`src/gspid_pkg.sv`:
```
// Shared types, widths and constants for the gain-scheduled PID position loop.
// No dependencies; every other file refers to this package by scoped names.
package gspid_pkg;

    localparam int CFG_ADDR_W = 5;
    localparam int CFG_DATA_W = 32;
    localparam int POS_W      = 32;
    localparam int ERR_W      = 33;
    localparam int DER_W      = 34;
    localparam int CMP_W      = 36;
    localparam int GAIN_W     = 10;
    localparam int LIM_W      = 10;
    localparam int CMD_W      = 11;
    localparam int PE_W       = 44;
    localparam int PD_W       = 45;
    localparam int SUM_W      = 46;
    localparam int FRAC_W     = 16;
    localparam int QMAG_W     = SUM_W - FRAC_W;
    localparam int IMAG_W     = 26;
    localparam int IPROD_W    = IMAG_W + GAIN_W;

    localparam int SETTLE_TOLERANCE   = 328;
    localparam int INTEGRAL_WIDTH_DEF = 48;

    localparam logic [POS_W-1:0]  RST_TARGET    = '0;
    localparam logic [LIM_W-1:0]  RST_LIMIT     = LIM_W'(100);
    localparam logic [GAIN_W-1:0] RST_PD_POS_KP = GAIN_W'(175);
    localparam logic [GAIN_W-1:0] RST_PD_POS_KD = GAIN_W'(50);
    localparam logic [GAIN_W-1:0] RST_I_POS_KI  = GAIN_W'(150);
    localparam logic [GAIN_W-1:0] RST_PD_NEG_KP = GAIN_W'(100);
    localparam logic [GAIN_W-1:0] RST_PD_NEG_KD = GAIN_W'(25);
    localparam logic [GAIN_W-1:0] RST_I_NEG_KI  = GAIN_W'(80);

    typedef enum logic [2:0] {
        REG_TARGET    = 3'd0,
        REG_LIMIT     = 3'd1,
        REG_PD_POS_KP = 3'd2,
        REG_PD_POS_KD = 3'd3,
        REG_I_POS_KI  = 3'd4,
        REG_PD_NEG_KP = 3'd5,
        REG_PD_NEG_KD = 3'd6,
        REG_I_NEG_KI  = 3'd7
    } t_reg_idx;

    typedef enum logic [1:0] {
        SET_POS_PD = 2'd0,
        SET_POS_I  = 2'd1,
        SET_NEG_PD = 2'd2,
        SET_NEG_I  = 2'd3
    } t_gain_set;

    localparam logic OP_SAMPLE = 1'b0;
    localparam logic OP_CLEAR  = 1'b1;

    typedef struct packed {
        logic [POS_W-1:0]  target;
        logic [LIM_W-1:0]  limit;
        logic [GAIN_W-1:0] pd_pos_kp;
        logic [GAIN_W-1:0] pd_pos_kd;
        logic [GAIN_W-1:0] i_pos_ki;
        logic [GAIN_W-1:0] pd_neg_kp;
        logic [GAIN_W-1:0] pd_neg_kd;
        logic [GAIN_W-1:0] i_neg_ki;
    } t_cfg;

    typedef struct packed {
        logic                    clr;
        logic signed [ERR_W-1:0] err;
        logic signed [DER_W-1:0] der;
        t_gain_set               set;
        logic                    settled;
    } t_s1;

    typedef struct packed {
        logic                   clr;
        t_gain_set              set;
        logic                   settled;
        logic signed [PE_W-1:0] pe;
        logic signed [PD_W-1:0] pd;
        logic [IPROD_W-1:0]     iprod;
        logic                   ibig;
        logic                   izero;
        logic                   ineg;
    } t_s2;

endpackage

```
`src/gspid_cfg.sv`:
```
// Configuration register file behind the APB-style port.
// Depends on gspid_pkg for the register map, reset values and t_cfg.
module gspid_cfg (
    input  logic                                i_clk,
    input  logic                                i_rst_n,
    input  logic                                psel,
    input  logic                                penable,
    input  logic                                pwrite,
    input  logic [gspid_pkg::CFG_ADDR_W-1:0]    paddr,
    input  logic [gspid_pkg::CFG_DATA_W-1:0]    pwdata,
    output logic [gspid_pkg::CFG_DATA_W-1:0]    prdata,
    output logic                                pready,
    output gspid_pkg::t_cfg                     o_cfg
);

    gspid_pkg::t_cfg      r_cfg;
    gspid_pkg::t_reg_idx  idx;
    logic                 wr;

    assign idx    = gspid_pkg::t_reg_idx'(paddr[gspid_pkg::CFG_ADDR_W-1:2]);
    assign wr     = psel && penable && pwrite;
    assign pready = 1'b1;
    assign o_cfg  = r_cfg;

    always_ff @(posedge i_clk) begin
        if (!i_rst_n) begin
            r_cfg.target    <= gspid_pkg::RST_TARGET;
            r_cfg.limit     <= gspid_pkg::RST_LIMIT;
            r_cfg.pd_pos_kp <= gspid_pkg::RST_PD_POS_KP;
            r_cfg.pd_pos_kd <= gspid_pkg::RST_PD_POS_KD;
            r_cfg.i_pos_ki  <= gspid_pkg::RST_I_POS_KI;
            r_cfg.pd_neg_kp <= gspid_pkg::RST_PD_NEG_KP;
            r_cfg.pd_neg_kd <= gspid_pkg::RST_PD_NEG_KD;
            r_cfg.i_neg_ki  <= gspid_pkg::RST_I_NEG_KI;
        end else if (wr && pready) begin
            case (idx)
                gspid_pkg::REG_TARGET:    r_cfg.target    <= pwdata;
                gspid_pkg::REG_LIMIT:     r_cfg.limit     <= pwdata[gspid_pkg::LIM_W-1:0];
                gspid_pkg::REG_PD_POS_KP: r_cfg.pd_pos_kp <= pwdata[gspid_pkg::GAIN_W-1:0];
                gspid_pkg::REG_PD_POS_KD: r_cfg.pd_pos_kd <= pwdata[gspid_pkg::GAIN_W-1:0];
                gspid_pkg::REG_I_POS_KI:  r_cfg.i_pos_ki  <= pwdata[gspid_pkg::GAIN_W-1:0];
                gspid_pkg::REG_PD_NEG_KP: r_cfg.pd_neg_kp <= pwdata[gspid_pkg::GAIN_W-1:0];
                gspid_pkg::REG_PD_NEG_KD: r_cfg.pd_neg_kd <= pwdata[gspid_pkg::GAIN_W-1:0];
                gspid_pkg::REG_I_NEG_KI:  r_cfg.i_neg_ki  <= pwdata[gspid_pkg::GAIN_W-1:0];
                default: ;
            endcase
        end
    end

    always_comb begin
        case (idx)
            gspid_pkg::REG_TARGET:    prdata = r_cfg.target;
            gspid_pkg::REG_LIMIT:     prdata = gspid_pkg::CFG_DATA_W'(r_cfg.limit);
            gspid_pkg::REG_PD_POS_KP: prdata = gspid_pkg::CFG_DATA_W'(r_cfg.pd_pos_kp);
            gspid_pkg::REG_PD_POS_KD: prdata = gspid_pkg::CFG_DATA_W'(r_cfg.pd_pos_kd);
            gspid_pkg::REG_I_POS_KI:  prdata = gspid_pkg::CFG_DATA_W'(r_cfg.i_pos_ki);
            gspid_pkg::REG_PD_NEG_KP: prdata = gspid_pkg::CFG_DATA_W'(r_cfg.pd_neg_kp);
            gspid_pkg::REG_PD_NEG_KD: prdata = gspid_pkg::CFG_DATA_W'(r_cfg.pd_neg_kd);
            gspid_pkg::REG_I_NEG_KI:  prdata = gspid_pkg::CFG_DATA_W'(r_cfg.i_neg_ki);
            default:                  prdata = '0;
        endcase
    end

endmodule

```
`src/gspid_err.sv`:
```
// Error stage: error, derivative, saturating integral, gain set and settle flag.
// Holds the loop state (previous error, integral). Depends on gspid_pkg.
module gspid_err #(
    parameter int INTEGRAL_WIDTH = gspid_pkg::INTEGRAL_WIDTH_DEF
) (
    input  logic                              i_clk,
    input  logic                              i_rst_n,
    input  logic                              i_valid,
    output logic                              o_ready,
    input  logic                              i_op,
    input  logic [gspid_pkg::POS_W-1:0]       i_meas,
    input  gspid_pkg::t_cfg                   i_cfg,
    output logic                              o_valid,
    input  logic                              i_ready,
    output gspid_pkg::t_s1                    o_s1,
    output logic signed [INTEGRAL_WIDTH-1:0]  o_integ
);

    localparam int ERR_W = gspid_pkg::ERR_W;
    localparam int CMP_W = gspid_pkg::CMP_W;
    localparam logic signed [INTEGRAL_WIDTH-1:0] I_MAX = {1'b0, {(INTEGRAL_WIDTH-1){1'b1}}};
    localparam logic signed [INTEGRAL_WIDTH-1:0] I_MIN = {1'b1, {(INTEGRAL_WIDTH-1){1'b0}}};
    localparam logic signed [ERR_W-1:0] TOL = ERR_W'(gspid_pkg::SETTLE_TOLERANCE);

    logic                               r_v;
    gspid_pkg::t_s1                     r_s1;
    logic signed [ERR_W-1:0]            r_prev;
    logic signed [INTEGRAL_WIDTH-1:0]   r_integ;

    logic                               adv;
    logic signed [gspid_pkg::POS_W-1:0] sp;
    logic signed [gspid_pkg::POS_W:0]   sp2;
    logic signed [ERR_W+1:0]            e4;
    logic signed [CMP_W-1:0]            e4x;
    logic signed [CMP_W-1:0]            sp3;
    logic                               e_pos;
    logic signed [INTEGRAL_WIDTH:0]     isum;
    logic signed [INTEGRAL_WIDTH-1:0]   n_integ;
    gspid_pkg::t_s1                     n_s1;

    assign o_ready = !r_v || i_ready;
    assign adv     = i_valid && o_ready;
    assign o_valid = r_v;
    assign o_s1    = r_s1;
    assign o_integ = r_integ;

    always_comb begin
        sp    = $signed(i_cfg.target);
        sp2   = $signed({i_cfg.target, 1'b0});
        sp3   = CMP_W'(sp) + CMP_W'(sp2);
        n_s1.clr = (i_op == gspid_pkg::OP_CLEAR);
        n_s1.err = ERR_W'(sp) - ERR_W'($signed(i_meas));
        n_s1.der = gspid_pkg::DER_W'(n_s1.err) - gspid_pkg::DER_W'(r_prev);
        e4    = $signed({n_s1.err, 2'b00});
        e4x   = CMP_W'(e4);
        e_pos = !n_s1.err[ERR_W-1] && (n_s1.err != '0);
        if (e_pos) begin
            n_s1.set = (e4x < sp3) ? gspid_pkg::SET_POS_PD : gspid_pkg::SET_POS_I;
        end else begin
            n_s1.set = (e4x < -sp3) ? gspid_pkg::SET_NEG_PD : gspid_pkg::SET_NEG_I;
        end
        n_s1.settled = (n_s1.err <= TOL) && (n_s1.err >= -TOL);
        // saturate when the sign of the widened sum disagrees with the kept width
        isum = (INTEGRAL_WIDTH+1)'(r_integ) + (INTEGRAL_WIDTH+1)'(n_s1.err);
        if (isum[INTEGRAL_WIDTH] != isum[INTEGRAL_WIDTH-1]) begin
            n_integ = isum[INTEGRAL_WIDTH] ? I_MIN : I_MAX;
        end else begin
            n_integ = isum[INTEGRAL_WIDTH-1:0];
        end
    end

    always_ff @(posedge i_clk) begin
        if (!i_rst_n) begin
            r_v     <= 1'b0;
            r_prev  <= '0;
            r_integ <= '0;
        end else begin
            if (o_ready) begin
                r_v <= i_valid;
            end
            if (adv) begin
                if (n_s1.clr) begin
                    r_prev  <= '0;
                    r_integ <= '0;
                end else begin
                    r_prev  <= n_s1.err;
                    r_integ <= n_integ;
                end
            end
        end
    end

    always_ff @(posedge i_clk) begin
        if (adv) begin
            r_s1 <= n_s1;
        end
    end

    a_clear_zeroes_state: assert property (@(posedge i_clk) disable iff (!i_rst_n)
        (adv && n_s1.clr) |=> (r_prev == '0) && (r_integ == '0))
        else $error("loop state not cleared");

    a_integral_rises: assert property (@(posedge i_clk) disable iff (!i_rst_n)
        (adv && !n_s1.clr && e_pos) |=> (r_integ >= $past(r_integ)))
        else $error("integral fell on positive error");

    a_integral_falls: assert property (@(posedge i_clk) disable iff (!i_rst_n)
        (adv && !n_s1.clr && n_s1.err[ERR_W-1]) |=> (r_integ <= $past(r_integ)))
        else $error("integral rose on negative error");

endmodule

```
`src/gspid_mul.sv`:
```
// Product stage: gain selection and the three gain multiplies.
// Depends on gspid_pkg for t_cfg, t_s1, t_s2 and widths.
module gspid_mul #(
    parameter int INTEGRAL_WIDTH = gspid_pkg::INTEGRAL_WIDTH_DEF
) (
    input  logic                              i_clk,
    input  logic                              i_rst_n,
    input  logic                              i_valid,
    output logic                              o_ready,
    input  gspid_pkg::t_s1                    i_s1,
    input  logic signed [INTEGRAL_WIDTH-1:0]  i_integ,
    input  gspid_pkg::t_cfg                   i_cfg,
    output logic                              o_valid,
    input  logic                              i_ready,
    output gspid_pkg::t_s2                    o_s2
);

    localparam int GAIN_W = gspid_pkg::GAIN_W;
    localparam int IMAG_W = gspid_pkg::IMAG_W;

    logic                        r_v;
    gspid_pkg::t_s2              r_s2;
    gspid_pkg::t_s2              n_s2;
    logic                        adv;
    logic                        pos;
    logic [GAIN_W-1:0]           kp;
    logic [GAIN_W-1:0]           kd;
    logic [GAIN_W-1:0]           ki;
    logic [INTEGRAL_WIDTH-1:0]   amag;

    assign o_ready = !r_v || i_ready;
    assign adv     = i_valid && o_ready;
    assign o_valid = r_v;
    assign o_s2    = r_s2;

    always_comb begin
        pos  = (i_s1.set == gspid_pkg::SET_POS_PD) || (i_s1.set == gspid_pkg::SET_POS_I);
        kp   = pos ? i_cfg.pd_pos_kp : i_cfg.pd_neg_kp;
        kd   = pos ? i_cfg.pd_pos_kd : i_cfg.pd_neg_kd;
        ki   = pos ? i_cfg.i_pos_ki  : i_cfg.i_neg_ki;
        // the most negative integral maps to 2^(W-1), still right as unsigned
        amag = i_integ[INTEGRAL_WIDTH-1] ? INTEGRAL_WIDTH'(-i_integ) : i_integ;
        n_s2.clr     = i_s1.clr;
        n_s2.set     = i_s1.set;
        n_s2.settled = i_s1.settled;
        n_s2.pe      = gspid_pkg::PE_W'(i_s1.err) * gspid_pkg::PE_W'($signed({1'b0, kp}));
        n_s2.pd      = gspid_pkg::PD_W'(i_s1.der) * gspid_pkg::PD_W'($signed({1'b0, kd}));
        n_s2.iprod   = gspid_pkg::IPROD_W'(amag[IMAG_W-1:0]) * gspid_pkg::IPROD_W'(ki);
        n_s2.ibig    = |amag[INTEGRAL_WIDTH-1:IMAG_W];
        n_s2.izero   = (ki == '0) || (amag == '0);
        n_s2.ineg    = i_integ[INTEGRAL_WIDTH-1];
    end

    always_ff @(posedge i_clk) begin
        if (!i_rst_n) begin
            r_v <= 1'b0;
        end else if (o_ready) begin
            r_v <= i_valid;
        end
    end

    always_ff @(posedge i_clk) begin
        if (adv) begin
            r_s2 <= n_s2;
        end
    end

endmodule

```
`src/gspid_out.sv`:
```
// Output stage: PD sum or integral term, truncation toward zero, clamp and the result register.
// Depends on gspid_pkg for t_s2, gain set codes and widths.
module gspid_out (
    input  logic                              i_clk,
    input  logic                              i_rst_n,
    input  logic                              i_valid,
    output logic                              o_ready,
    input  gspid_pkg::t_s2                    i_s2,
    input  logic [gspid_pkg::LIM_W-1:0]       i_limit,
    output logic                              o_valid,
    input  logic                              i_ready,
    output logic signed [gspid_pkg::CMD_W-1:0] o_cmd,
    output logic                              o_settled,
    output gspid_pkg::t_gain_set              o_set
);

    localparam int SUM_W  = gspid_pkg::SUM_W;
    localparam int QMAG_W = gspid_pkg::QMAG_W;
    localparam int FRAC_W = gspid_pkg::FRAC_W;
    localparam int LIM_W  = gspid_pkg::LIM_W;
    localparam int CMD_W  = gspid_pkg::CMD_W;

    logic                         r_v;
    logic signed [CMD_W-1:0]      r_cmd;
    logic                         r_settled;
    gspid_pkg::t_gain_set         r_set;

    logic                         adv;
    logic                         is_pd;
    logic signed [SUM_W-1:0]      sum;
    logic [SUM_W-1:0]             smag;
    logic [QMAG_W-1:0]            mag;
    logic                         neg;
    logic [LIM_W-1:0]             clamped;
    logic signed [CMD_W-1:0]      n_cmd;

    assign o_ready   = !r_v || i_ready;
    assign adv       = i_valid && o_ready;
    assign o_valid   = r_v;
    assign o_cmd     = r_cmd;
    assign o_settled = r_settled;
    assign o_set     = r_set;

    always_comb begin
        is_pd = (i_s2.set == gspid_pkg::SET_POS_PD) || (i_s2.set == gspid_pkg::SET_NEG_PD);
        sum   = SUM_W'(i_s2.pe) + SUM_W'(i_s2.pd);
        smag  = sum[SUM_W-1] ? SUM_W'(-sum) : sum;
        if (is_pd) begin
            mag = smag[SUM_W-1:FRAC_W];
            neg = sum[SUM_W-1];
        end else if (i_s2.izero) begin
            mag = '0;
            neg = 1'b0;
        end else if (i_s2.ibig) begin
            mag = QMAG_W'(i_limit);
            neg = i_s2.ineg;
        end else begin
            mag = QMAG_W'(i_s2.iprod[gspid_pkg::IPROD_W-1:FRAC_W]);
            neg = i_s2.ineg;
        end
        clamped = (mag > QMAG_W'(i_limit)) ? i_limit : mag[LIM_W-1:0];
        n_cmd   = neg ? -$signed({1'b0, clamped}) : $signed({1'b0, clamped});
    end

    always_ff @(posedge i_clk) begin
        if (!i_rst_n) begin
            r_v <= 1'b0;
        end else if (o_ready) begin
            r_v <= i_valid;
        end
    end

    always_ff @(posedge i_clk) begin
        if (adv) begin
            if (i_s2.clr) begin
                r_cmd     <= '0;
                r_settled <= 1'b0;
                r_set     <= gspid_pkg::SET_POS_PD;
            end else begin
                r_cmd     <= n_cmd;
                r_settled <= i_s2.settled;
                r_set     <= i_s2.set;
            end
        end
    end

    a_cmd_within_limit: assert property (@(posedge i_clk) disable iff (!i_rst_n)
        r_v |-> (r_cmd[CMD_W-1] ? (CMD_W'(-r_cmd) <= CMD_W'(i_limit))
                                : (r_cmd <= $signed(CMD_W'(i_limit)))))
        else $error("drive command beyond output limit");

endmodule

```
`src/gain_scheduled_pid_position_loop.sv`:
```
// A request accepted into the input register has its result valid once it has passed the error,
// product and output registers in that order; a stall can hold it in any of them.
// Throughput: one request per cycle while i_out_ready is high; each stage has its own valid and stalls only when full.
// Reset (i_rst_n low, synchronous) empties the pipe, zeroes previous error and integral,
// and loads the register defaults. Depends on gspid_pkg and the gspid_* stage modules.
module gain_scheduled_pid_position_loop #(
    parameter int INTEGRAL_WIDTH = gspid_pkg::INTEGRAL_WIDTH_DEF
) (
    input  logic                                i_clk,
    input  logic                                i_rst_n,
    input  logic                                psel,
    input  logic                                penable,
    input  logic                                pwrite,
    input  logic [gspid_pkg::CFG_ADDR_W-1:0]    paddr,
    input  logic [gspid_pkg::CFG_DATA_W-1:0]    pwdata,
    output logic [gspid_pkg::CFG_DATA_W-1:0]    prdata,
    output logic                                pready,
    input  logic                                i_in_valid,
    output logic                                o_in_ready,
    input  logic                                i_op,
    input  logic signed [gspid_pkg::POS_W-1:0]  i_measured_position,
    output logic                                o_out_valid,
    input  logic                                i_out_ready,
    output logic signed [gspid_pkg::CMD_W-1:0]  o_drive_command,
    output logic                                o_settled,
    output logic [1:0]                          o_gain_set_used
);

    gspid_pkg::t_cfg                    cfg;
    logic                               r_in_v;
    logic                               r_op;
    logic [gspid_pkg::POS_W-1:0]        r_meas;
    logic                               err_ready;
    logic                               err_valid;
    gspid_pkg::t_s1                     s1;
    logic signed [INTEGRAL_WIDTH-1:0]   integ;
    logic                               mul_ready;
    logic                               mul_valid;
    gspid_pkg::t_s2                     s2;
    logic                               out_ready;
    gspid_pkg::t_gain_set               set_used;

    assign o_in_ready      = !r_in_v || err_ready;
    assign o_gain_set_used = set_used;

    always_ff @(posedge i_clk) begin
        if (!i_rst_n) begin
            r_in_v <= 1'b0;
        end else if (o_in_ready) begin
            r_in_v <= i_in_valid;
        end
    end

    always_ff @(posedge i_clk) begin
        if (i_in_valid && o_in_ready) begin
            r_op   <= i_op;
            r_meas <= i_measured_position;
        end
    end

    gspid_cfg u_cfg (
        .i_clk   (i_clk),
        .i_rst_n (i_rst_n),
        .psel    (psel),
        .penable (penable),
        .pwrite  (pwrite),
        .paddr   (paddr),
        .pwdata  (pwdata),
        .prdata  (prdata),
        .pready  (pready),
        .o_cfg   (cfg)
    );

    gspid_err #(.INTEGRAL_WIDTH(INTEGRAL_WIDTH)) u_err (
        .i_clk   (i_clk),
        .i_rst_n (i_rst_n),
        .i_valid (r_in_v),
        .o_ready (err_ready),
        .i_op    (r_op),
        .i_meas  (r_meas),
        .i_cfg   (cfg),
        .o_valid (err_valid),
        .i_ready (mul_ready),
        .o_s1    (s1),
        .o_integ (integ)
    );

    gspid_mul #(.INTEGRAL_WIDTH(INTEGRAL_WIDTH)) u_mul (
        .i_clk   (i_clk),
        .i_rst_n (i_rst_n),
        .i_valid (err_valid),
        .o_ready (mul_ready),
        .i_s1    (s1),
        .i_integ (integ),
        .i_cfg   (cfg),
        .o_valid (mul_valid),
        .i_ready (out_ready),
        .o_s2    (s2)
    );

    gspid_out u_out (
        .i_clk     (i_clk),
        .i_rst_n   (i_rst_n),
        .i_valid   (mul_valid),
        .o_ready   (out_ready),
        .i_s2      (s2),
        .i_limit   (cfg.limit),
        .o_valid   (o_out_valid),
        .i_ready   (i_out_ready),
        .o_cmd     (o_drive_command),
        .o_settled (o_settled),
        .o_set     (set_used)
    );

endmodule
```
`config.mk`:
```
export PLATFORM = sky130hd
export DESIGN_NAME = gain_scheduled_pid_position_loop
export DESIGN_NICKNAME = d
export VERILOG_FILES = /design/src/gspid_pkg.sv /design/src/gspid_cfg.sv /design/src/gspid_err.sv /design/src/gspid_mul.sv /design/src/gspid_out.sv /design/src/gain_scheduled_pid_position_loop.sv
export SDC_FILE = /design/constraint.sdc
export NUM_CORES = 2
export LEC_CHECK = 0
export ABC_CLOCK_PERIOD_IN_PS = 7300
export BUFFER_PORTS_ARGS = -buffer_cell sky130_fd_sc_hd__buf_2
export CAP_MARGIN = 20
export CORE_MARGIN = 2
export CORE_UTILIZATION = 35
export DETAILED_ROUTE_END_ITERATION = 8
export SLEW_MARGIN = 30
export SYNTH_ARGS = -nofsm -noshare
export SYNTH_HDL_FRONTEND = slang
export SYNTH_HIERARCHICAL = 1
export SYNTH_SLANG_ARGS = --single-unit
```
`constraint.sdc`:
```
create_clock -name i_clk -period 7.3 [get_ports i_clk]
set_clock_uncertainty 0.1 [all_clocks]
set_input_delay 0.73 -clock i_clk [delete_from_list [all_inputs] [get_ports i_clk]]
set_output_delay 0.73 -clock i_clk [all_outputs]
set_load 0.01 [all_outputs]
```
==> flow_summary.ini <==
[drt]
viasPerCell = 5.379
wire_per_inst_microns = 19.82
dr.pass1.iters = 6
dr_total_vias = 53812
drcViolationCount = 0
wl_mm = 198.3
drtIter0Drc = 4061
drtAntennaViolNets = 0

[flow_run]
cap_viol_max_count = 0

[worst_setup_path]
cp-start-kind = register
critical_path_peak_fanout = 4
max_stage_delay_ps = 510
critPathCaptureType = register
cp_slowest_cell = or4_4
critPathKind = reg -> reg
cp.arrival_ps = 7750
required_ps = 7560

[floorplanning]
initial_core_util_pct = 35.32
coreArea_sq_um = 178800
rows = 155
num_io_pins = 126
dieArea_sq_um = 183900
die_h_microns = 428.8
die_x_microns = 428.8

[power_and_ir_drop]
power_density_nw_per_um2 = 271.4
p_leak_nw = 31.99
clkPwrFrac_pct = 14.6
p_sw_share_pct = 46.89
ir_drop_uv = 187.3
power.total_mw = 19.35
power_frac_seq_pct = 16.9
p_sw_mw = 9.072
pwr-share-comb_pct = 68.5
p_int_mw = 10.28

[global_routing]
use_met1_pct = 29.56
overflow = 0
grt.total_usage_pct = 21.15
use_met3_pct = 2.540
use_met2_pct = 34.21
grt_pass1_vias = 53742
top_usage_layer = met2
grt_max_degree = 82
grt_antenna_before_repair = 9
grt_pass1_wl_mm = 309.7

[cells_and_area]
final_cells = 10004
utilization_pct = 39.87
final_area_sq_um = 71300
layout-drive-gt1-share_pct = 11.85
area_growth_pct = 12.89
layout.nets = 8976

[placement]
gp_congestion = 0.9386
place_inst = 9868
hpwl_mm = 161.5
port_buffers = 122
post_dp_cell_area_sq_um = 68570
pre_cts_ws_ps = -770.1

[outcome]
violations = negative setup slack
status = finished with violations

[clock_network]
clk_latency_ps = 700
htreeDepth = 2
clkTransAtPathRegs_ps = 70
cts_hold_buf = 0
cts.sinks = 421
cts_tree = done
clockRootBuffer = clkbuf_16
cts_buffer_depth = 3
cts_buffers = 54

[synthesis]
syn-num-nets = 8678
synth_area_per_cell_sq_um = 8.648
synth_area_sq_um = 63160
ys_warn_count = 6
syn_inst = 7303

[timing]
tightest_slew_ps = 1029
fin_ws_ps = -183.1
setup_viol = 6
slew_headroom_pct = 31.12
rsz0062_at_grt = yes
hold_viol_final = 0
finalCriticalPeriod_ps = 7483
fmax_ghz = 0.1336
finalMaxSlewViolations = 0
final.period_utilization_pct = 102.5

[worst_hold_path]
hp-class = in -> reg
==> repair_timing <==
item	in CTS	in global routing
setup buffers	14	18
endpoints found under the setup margin	16	61
pin swaps	17	12
resized for setup	39	71
==> sequential cells by signal (all words and copies together), names as in the netlist <==
register and flops:
r_in_v 1, r_meas 32, r_op 1, u_cfg/o_cfg 102, u_err/o_integ 48, u_err/o_s1 71
u_err/o_valid 1, u_err/r_prev 33, u_mul/o_s2 116, u_mul/o_valid 1, u_out/o_cmd 11, u_out/o_set 2
u_out/o_settled 1, u_out/o_valid 1
==> routing by layer <==
layer / part of all wire (%) / vias up
met3: 6.0 / 296
met1: 45 / 26726
met2: 46 / 1708
li1: - / 25080
met4: 3.2 / 2
met5: 0.010 / -
==> through the flow <==
stage | hold slack, ps | TNS [ps]
2_1_floorplan | 300.3 | 0
3_5_place_dp | 308.3 | -4470
6_report | 108.1 | -820.3
4_1_cts | 49.91 | -95.94
3_3_place_gp | 303.3 | -4875
5_1_grt | 82.13 | -3136
==> path summary, 6_finish.rpt <==
kind	startpoint	cells past startpoint	slack, ps	endpoint
worst min-delay path	i_measured_position[24]	1	110	r_meas[24]
worst max-delay path	u_mul/o_s2[84]	39	-180	u_out/o_cmd[6]
worst max register to register	u_mul/o_s2[84]	39	-180	u_out/o_cmd[6]
worst min register to register	u_err/o_s1[0]	0	320	u_mul/o_s2[128]
==> critical path, delay by kind of cell, from the launching register on <==
| kind | cells | cell delay [ps] |
|---|---|---|
| buffers and inverters | 7 | 890 |
| muxes | 2 | 450 |
| and+or+nand+nor | 12 | 1990 |
| AOI/OAI and AO/OA | 12 | 2080 |
| DFF | 1 | 340 |
| xor gates and xnor gates | 2 | 300 |
| adders and majority gates | 4 | 1040 |
==> cell type report <==
type	instances	area (sq um)
Fill cell	17982	107500
Multi-Input combinational cell	5592	47920
Sequential cell	421	10770
Timing Repair Buffer	572	4153
Inverter	960	3605
Tap cell	2355	2947
Clock buffer	72	1574
Clock inverter	27	317.8
Antenna cell	5	12.51
==> placed cells by master, fill, tap and decap left out, types with 45 or more instances in the layout <==
cell type	n
nand2_1	966
inv_1	955
fa_1	764
ha_1	531
buf_4	429
a21oi_1	412
nor2_1	405
edfxtp_1	234
xnor2_1	220
and2_1	205
o21ai_0	194
dfxtp_1	187
nor2b_1	183
a21o_1	156
buf_2	121
nand3_1	112
nor3_1	96
xor2_1	95
o21ai_1	91
nand4_1	68
o211ai_1	65
o21a_1	62
clkbuf_16	58
a21boi_0	57
nand2b_1	56
mux2i_1	45
a211oi_1	45
==> power groups by stage <==
stage          clock network (mW)  registers (mW)  logic [mW]
2_1_floorplan                   0            3.18        8.54
5_1_grt                      2.97            3.29        14.7
3_5_place_dp                    0            3.32        12.8
4_1_cts                      2.89            3.27        13.0
6_report                     2.83            3.27        13.3
3_3_place_gp                    0            3.32        12.6
(Power assumes the default switching activity.)
